### config.mk
export PLATFORM = sky130hd
export DESIGN_NAME = pcti_mod_pipe
export DESIGN_NICKNAME = d
export VERILOG_FILES = /design/src/rtl/pcti_pkg.sv /design/src/rtl/pcti_mod_pipe.sv
export SDC_FILE = /design/constraint.sdc
export NUM_CORES = 1
export LEC_CHECK = 0
export BUFFER_PORTS_ARGS = -buffer_cell sky130_fd_sc_hd__buf_2
export CAP_MARGIN = 20
export CORE_ASPECT_RATIO = 0.8
export CORE_MARGIN = 2
export CORE_UTILIZATION = 60
export CTS_BUF_LIST = sky130_fd_sc_hd__clkbuf_8
export DETAILED_ROUTE_END_ITERATION = 10
export PLACE_DENSITY = 0.84
export SLEW_MARGIN = 25
export SYNTH_ARGS = -nofsm -noshare
export SYNTH_HDL_FRONTEND = slang
export SYNTH_SLANG_ARGS = --single-unit
export TNS_END_PERCENT = 30
### constraint.sdc
create_clock -name clk -period 16.8 [get_ports clk]
set_clock_uncertainty 0.15 [all_clocks]
set_input_delay 3.36 -clock clk [delete_from_list [all_inputs] [get_ports clk]]
set_output_delay 3.36 -clock clk [all_outputs]
set_load 0.03 [all_outputs]
### src/rtl/pcti_pkg.sv
// ----------------------------------------------------------------------------
// pcti_pkg
// Shared widths and codes for the periodic cubic table interpolator.
// ----------------------------------------------------------------------------
package pcti_pkg;

  localparam int VAL_W     = 32;  // table sample, Q16.16
  localparam int FRAC_W    = 16;  // fractional bits of a position
  localparam int INT_W     = 16;  // integer bits of a position
  localparam int IDX_W     = 14;  // write index
  localparam int CFG_W     = 13;  // period register
  localparam int OUT_W     = 34;  // saturated result
  localparam int ACC_W     = 40;  // Horner accumulator
  localparam int STEP_BITS = 4;   // remainder bits resolved per stage
  localparam int BANKS     = 4;   // interleaved table banks

  localparam logic FUNC_WRITE = 1'b0;
  localparam logic FUNC_EVAL  = 1'b1;

endpackage

### src/rtl/pcti_mod_pipe.sv
// ----------------------------------------------------------------------------
// pcti_mod_pipe
// Pipelined restoring remainder of an unsigned integer by the period.
// ----------------------------------------------------------------------------
module pcti_mod_pipe #(
  parameter int KW = 14
) (
  input  logic                      clk,
  input  logic                      en,
  input  logic [pcti_pkg::INT_W-1:0] mag,
  input  logic [KW-1:0]             period,
  output logic [KW-1:0]             rem
);

  localparam int NSTG = pcti_pkg::INT_W / pcti_pkg::STEP_BITS;

  logic [KW-1:0]              rem_r [NSTG];
  logic [pcti_pkg::INT_W-1:0] mag_r [NSTG];

  for (genvar i = 0; i < NSTG; i++) begin : g_stg
    logic [KW-1:0]              rem_in;
    logic [pcti_pkg::INT_W-1:0] mag_in;
    logic [KW-1:0]              rem_nxt;

    if (i == 0) begin : g_first
      assign rem_in = '0;
      assign mag_in = mag;
    end else begin : g_rest
      assign rem_in = rem_r[i-1];
      assign mag_in = mag_r[i-1];
    end

    always_comb begin
      logic [KW:0] t;
      logic [pcti_pkg::STEP_BITS-1:0] bits;
      bits = mag_in[pcti_pkg::INT_W-1-pcti_pkg::STEP_BITS*i -: pcti_pkg::STEP_BITS];
      rem_nxt = rem_in;
      for (int j = pcti_pkg::STEP_BITS - 1; j >= 0; j--) begin
        t = {rem_nxt, bits[j]};
        if (t >= {1'b0, period}) begin
          t = t - {1'b0, period};
        end
        rem_nxt = t[KW-1:0];
      end
    end

    always_ff @(posedge clk) begin
      if (en) begin
        rem_r[i] <= rem_nxt;
        mag_r[i] <= mag_in;
      end
    end
  end

  assign rem = rem_r[NSTG-1];

endmodule

==> results of run 1 <==
Yosys cell counts, drive strengths merged, types with 7 or more instances:
cell type	count
nor4	8
mux2	73
o31a	11
and2	7
nor3	40
o31ai	10
clkbuf	13
nor2b	32
or2	9
o21bai	28
o21a	39
xnor2	108
nand2b	38
buf	23
a31oi	12
xor2	45
o211ai	13
ha	212
nor2	110
inv	107
a21o	64
nand3	33
o221ai	10
a21oi	162
or3	16
fa	15
a211o	10
o21ai	127
and3	11
a22oi	16
a211oi	11
nand2	99
mux2i	51
edfxtp	80
a221oi	11
nand4	24
flip-flops by register name, summed over array words and instances, names as in the netlist:
signal and count:
rem_r 56, mag_r 24
cells by family after synthesis:
kind of cell,Yosys count
fa+ha+maj,227
flops,80
mux,124
compound gates,572
buf+inv,143
simple gates,446
xor+xnor,153
final timing paths:
path,from,to,slack [ns],depth (start not counted)
max,period[4],rem_r[2][13],1.93,36
min,mag_r[0][3],mag_r[1][3],0.27,0
max reg2reg,rem_r[0][0],rem_r[1][4],5.00,37
min reg2reg,mag_r[0][3],mag_r[1][3],0.27,0
routing by layer:
metal / share of wire / up-vias / routed length, um
met3: 0.088 / 120 / 3677
li1: - / 6629 / -
met1: 0.45 / 6486 / 18640
met2: 0.42 / 679 / 17650
met4: 0.041 / 0 / 1711
met5: 0 / - / 0
placed cells by master, fill, tap and decap left out, drive strengths merged, types with 40 or more instances in the layout:
master / instances
mux2i: 51
mux2: 73
o21ai: 127
inv: 108
nor3: 40
ha: 212
edfxtp: 80
nand2: 99
xor2: 45
nor2: 110
buf: 65
a21o: 64
xnor2: 108
a21oi: 162
through the flow:
step | area, um2 | util
6_report | 15500 | 0.6409
5_1_grt | 15500 | 0.6409
4_1_cts | 15460 | 0.6391
3_5_place_dp | 15240 | 0.6300
3_3_place_gp | 15240 | 0.6300
2_1_floorplan | 14660 | -
cell type report:
type | instances | share of cell area
clock buffers | 9 | 0.007992
clock inverters | 7 | 0.006135
inverters | 107 | 0.02591
multi-input cells | 1522 | 0.7542
flip-flops and latches | 80 | 0.1550
well taps | 318 | 0.02567
repair buffers | 65 | 0.02510
worst max-delay path, delay by kind of cell:
family | cells | cell delay (ns)
AOI/OAI and AO/OA | 22 | 7.10
adders and majority gates | 4 | 1.23
buffers and inverters | 4 | 1.02
muxes | 2 | 0.86
and+or+nand+nor | 4 | 1.26
==> impl_results.md, run 1 <==
- Result of the run: finished clean
- Number of gates resized after cts: 0
- Number of flops mapped to enable cells by yosys: 80
- Worst path slowest cell: sky130_fd_sc_hd__inv_1
- Final hold violation count: 0
- Fraction of synthesized cell area in xor and xnor cells: 0.09144
- Grt total ovfl: 0
- DPL Wire Length: around 32000 um
- Cell Rows: 51
- Cell repeated most along the worst path: sky130_fd_sc_hd__ha_1
- Post-synthesis average cell area: approximately 8.4 um2
- Largest net degree at the start of global routing: 81
- Drt pass-1 iters: 7
- Leading cell types by total area after synthesis: sky130_fd_sc_hd__ha_1 18%, sky130_fd_sc_hd__edfxtp_1 16%, sky130_fd_sc_hd__xnor2_1 6.5%
- Final-report setup violation count: 0
- Post-Synthesis Net Count: 2004
- CTS Root Cell: sky130_fd_sc_hd__clkbuf_8
- Via Count: 13914
- Setup Buffers After CTS: 0
- Number of buffers on the longest clock path: 2
- Number of port buffers: between 40 and 50
- Unrepaired setup endpoints after global routing: false
- Register clock-pin slew on the reported worst setup and hold paths: approximately 0.090 ns
- Final critical-path setup slack: between 1.5 and 2 ns
- Total number of nets in the final design: between 2000 and 2500
- Clock tree from TritonCTS: yes
- Storage cell area: around 0.0024 mm2
- Fraction of the mapped netlist area in adder cells: 0.2015
- Cell type with the highest aggregate area in the netlist: sky130_fd_sc_hd__ha_1
- Die outline height: ~140 um
- Met1 routing resource usage after global routing: 0.4461
- Initial cell density of the core: 0.6060
- Gate Count Post-Synth: 1745
- RePlAce Congestion: a little over 1
- Basic-gate share of the synthesized area counting and, or, nand and nor cells: 0.1521
- Async set-or-reset flop fraction in the synthesized netlist: 0
- Combined area of the multi-input logic cells: ~0.012 mm2
- Area of the mapped netlist: 0.01466 mm2
- WL/cell: a little under 20 um
- Via density per instance: 6.601
- Post-route non-filler standard cell count: 2108
- Worst slew margin: 0.3643
- DRC violation count after routing: 0
- Area share of the largest cell type after synthesis: 0.1810
- CP required: 16.78 ns
- Max incr delay on CP: approximately 0.70 ns
- CTS Buf Count: 9
- Met2 usage in global routing: 0.4966
- Core region area: 0.02418 mm2
- Clk sinks: 80
- Max-slew violation count: 0
- Met3 GRT Util: 0.05847
- Worst hold path class: reg -> reg
- Final-layout fill cell count: between 2000 and 2500
- Number of global-route vias before repair: approximately 13000
- Total GRT Usage: 0.3238
- Global-route wire length before repair: between 60000 and 70000 um
- Main combinational cell family by area after synthesis: compound AO/OA/AOI/OAI gates
- H-tree depth: 3
- Maximum fanout along the worst path: 18
- Ratio of final minimum period to clock period: 0.8849
- Post-Place Cells: 2090
- Crit path time final: about 15 ns
- Initial antenna violation count: 0
- Worst-skew pair later-pin latency: between 0.4 and 0.5 ns
- Synth warnings: 0
- Die X-Extent: between 150 and 200 um
- Crit path launch type: primary input
- Worst Hold Margin: 0.2739 ns
- Achievable clock frequency: 0.06727 GHz
- Post-place setup slack: approximately 1.4 ns
- Busiest grt layer: met2
- Violation count after the first detailed-route iteration: 1572
- Endpoint arrival time on the critical path: about 15 ns
- Die Area: roughly 0.026 mm2
- Layout cells sized above 1: 0.09832
- Diodes inserted: 0
- Final Routed Wirelength: about 42000 um
- Synth Area in Compound Gates: 0.2586
- Total of max-cap violations: 0
- Final TNS setup: 0 ns
- Number of I/O pins: between 40 and 50
- Least-Margin Pin Slew: 0.9524 ns
- Growth of design area from synthesis to finish: 5.763%
- Portion of netlist area occupied by mux cells: 0.09169
- Number of distinct standard cells referenced by the synthesized netlist: 85
- Sequential cell area fraction in the yosys report: 0.1639
- Cts-stage hold buffer count: 0
- Critical path class: in -> reg
- Number of routed nets with antenna violations: 0
- Top flip-flop cell by instance count after synthesis: sky130_fd_sc_hd__edfxtp_1
- Endpoint kind of the worst setup timing path: flip-flop
- Seq cells post-synth: 80
Power of run 1 is left out: the tool's default activity adds up to more than one toggle a clock period on the data nets, which glitch-free logic cannot reach.
==> run 2, diff against run 1 <==
--- a/config.mk
+++ b/config.mk
@@ -10,7 +10,7 @@
 export CORE_ASPECT_RATIO = 0.8
 export CORE_MARGIN = 2
 export CORE_UTILIZATION = 60
-export CTS_BUF_LIST = sky130_fd_sc_hd__clkbuf_8
+export CTS_BUF_LIST = sky130_fd_sc_hd__clkbuf_4
 export DETAILED_ROUTE_END_ITERATION = 10
 export PLACE_DENSITY = 0.84
 export SLEW_MARGIN = 25
==> run 2 against run 1 <==
Compared with the run above: first-iteration DRC count fell by 2.4%; sequential cell count did not move; non-clock buffer count did not move; count of clock-buffer cells in the layout did not move; core utilization fell by 0.22 points; global-route usage fell by 0.14 points; final cell count barely moved.
==> impl_results.md, run 2 (same netlist as run 1, synthesis figures left out) <==
- Via Count: 13925 (was 13914)
- Critical path class: in -> reg (unchanged)
- Depth of the most critical reg-to-reg path: 37 (unchanged)
- Placed Instance Area: 0.01524 mm2 (unchanged)
- Clock tree from TritonCTS: yes (unchanged)
- Initial cell density of the core: 0.6060 (unchanged)
- CTS Root Cell: sky130_fd_sc_hd__clkbuf_4 (was sky130_fd_sc_hd__clkbuf_8)
- Final TNS setup: 0 ns (unchanged)
- RePlAce Congestion: 1.006 (unchanged)
- Via density per instance: 6.603 (was 6.601)
- Result of the run: finished clean (unchanged)
- DPL Wire Length: 31960 um (unchanged)
- Number of gates resized after cts: 0 (unchanged)
- Growth of design area from synthesis to finish: 5.396% (was 5.763%)
- Unrepaired setup endpoints after global routing: false (unchanged)
- Worst hold path class: reg -> reg (unchanged)
- Max-slew violation count: 0 (unchanged)
- Worst-skew pair later-pin latency: 0.52 ns (was 0.42 ns)
- Number of routed nets with antenna violations: 0 (unchanged)
- Global-route wire length before repair: 65650 um (was 65980 um)
- Total number of nets in the final design: 2044 (unchanged)
- Core region area: 0.02418 mm2 (unchanged)
- Number of port buffers: 45 (unchanged)
- Layout cells sized above 1: 0.09832 (unchanged)
- Final-report setup violation count: 0 (unchanged)
- Clk sinks: 80 (unchanged)
- Max incr delay on CP: 0.71 ns (was 0.70 ns)
- Number of buffers on the longest clock path: 2 (unchanged)
- Ratio of final minimum period to clock period: 0.8740 (was 0.8849)
- Registers with the most flip-flops: rem_r (56), mag_r (24) (unchanged)
- Endpoint arrival time on the critical path: 14.79 ns (was 14.85 ns)
- Initial antenna violation count: 1 (was 0)
- Design Area, Final: 0.01545 mm2 (was 0.01550 mm2)
- Cell Rows: 51 (unchanged)
- Reg2reg start: rem_r[0][0] (unchanged)
- Crit path launch type: primary input (unchanged)
- Commonest non-fill, non-tap cell in the layout: sky130_fd_sc_hd__ha_1 (unchanged)
- Maximum fanout along the worst path: 22 (was 18)
- Final critical-path setup slack: 2.116 ns (was 1.934 ns)
- Least-Margin Pin Slew: 0.9557 ns (was 0.9524 ns)
- Number of flip-flops in the largest register: 56 (unchanged)
- Violation count after the first detailed-route iteration: 1534 (was 1572)
- Worst path slowest cell: sky130_fd_sc_hd__inv_1 (unchanged)
- Hold path startpoint: mag_r[0][3] (unchanged)
- Cts-stage hold buffer count: 0 (unchanged)
- Worst slew margin: 0.3622 (was 0.3643)
- Total of max-cap violations: 0 (unchanged)
- Largest net degree at the start of global routing: 81 (unchanged)
- Setup Buffers After CTS: 0 (unchanged)
- Endpoint with the worst hold slack: mag_r[1][3] (unchanged)
- Final cell utilization of the core: 0.6387 (was 0.6409)
- Grt total ovfl: 0 (unchanged)
- CP required: 16.90 ns (was 16.78 ns)
- WL/cell: 19.63 um (was 19.77 um)
- Setup slack on the worst flop-to-flop path: 5.02 ns (was 5.00 ns)
- Crit path time final: 14.68 ns (was 14.87 ns)
- Number of global-route vias before repair: 12944 (was 13028)
- Die outline height: 143.8 um (unchanged)
- Hold Path Cell Cnt: 0 (unchanged)
- Final hold violation count: 0 (unchanged)
- CTS Buf Count: 9 (unchanged)
- Endpoint kind of the worst setup timing path: flip-flop (unchanged)
- Number of I/O pins: 46 (unchanged)
- Worst reg2reg path endpoint: rem_r[1][10] (was rem_r[1][4])
- Register bank with the most flops: rem_r (unchanged)
- DRC violation count after routing: 0 (unchanged)
- Register clock-pin slew on the reported worst setup and hold paths: 0.14 ns (was 0.09 ns)
- Achievable clock frequency: 0.06810 GHz (was 0.06727 GHz)
- Drt pass-1 iters: 7 (unchanged)
- Die X-Extent: 178.7 um (unchanged)
- Total GRT Usage: 0.3224 (was 0.3238)
- H-tree depth: 3 (unchanged)
- Die Area: 0.02570 mm2 (unchanged)
- Most used cells in the layout excluding fill and tap cells: 212 x sky130_fd_sc_hd__ha_1, 162 x sky130_fd_sc_hd__a21oi_1, 122 x sky130_fd_sc_hd__o21ai_0 (unchanged)
- Post-place setup slack: 1.400 ns (unchanged)
- Final Routed Wirelength: 41410 um (was 41680 um)
==> run 2: cell types whose count changed in the layout (fill, tap and decap cells not counted), sizes merged <==
cell / before / now
diode: 0 / 1
==> run 2: through the flow <==
stage / hold slack [ns] / std cells
after floorplan: 0.2503 / 1745
after detailed placement: 0.2545 / 2090
after global routing: 0.2909 / 2109
final: 0.2854 / 2109
after global placement: 0.2533 / 2090
after CTS: 0.2876 / 2106
==> run 2: area by class of cell <==
cell class / count / area [um2]
flip-flops and latches: 80 / 2402
fillers: 2062 / 8738
repair buffers: 65 / 389.1
clock inverters: 7 / 95.09
clock buffers: 9 / 67.56
well taps: 318 / 397.9
multi-input cells: 1522 / 11690
inverters: 107 / 401.6
diodes: 1 / 2.502
==> run 2: per-layer routing <==
layer | vias up | part of all wire | global-route usage
met3 | 104 | 0.093 | 0.05582
met5 | - | 0 | 0
met2 | 665 | 0.42 | 0.4916
met4 | 0 | 0.038 | 0.1386
li1 | 6649 | - | -
met1 | 6507 | 0.44 | 0.4476
==> run 2: worst max path at each step <==
| stage | start | end | slack [ns] | cells past startpoint |
|---|---|---|---|---|
| after floorplan | period[1] | rem_r[3][10] | 3.13 | 44 |
| after global placement | period[1] | rem_r[3][1] | 1.85 | 41 |
| after detailed placement | period[1] | rem_r[3][1] | 1.40 | 41 |
| after CTS | period[1] | rem_r[3][1] | 1.95 | 41 |
| after global routing | period[1] | rem_r[1][4] | 1.37 | 39 |
| final | period[4] | rem_r[1][10] | 2.12 | 38 |
==> run 2: worst max-delay path, delay by kind of cell <==
family	cells	cell delay [ns]
adder cells (fa/ha/maj)	4	1.43
AO/OA/AOI/OAI	21	5.86
buffers and inverters	4	1.26
multiplexers	2	1.01
AND/OR/NAND/NOR	7	1.84
Power of run 2 is left out for the same reason.
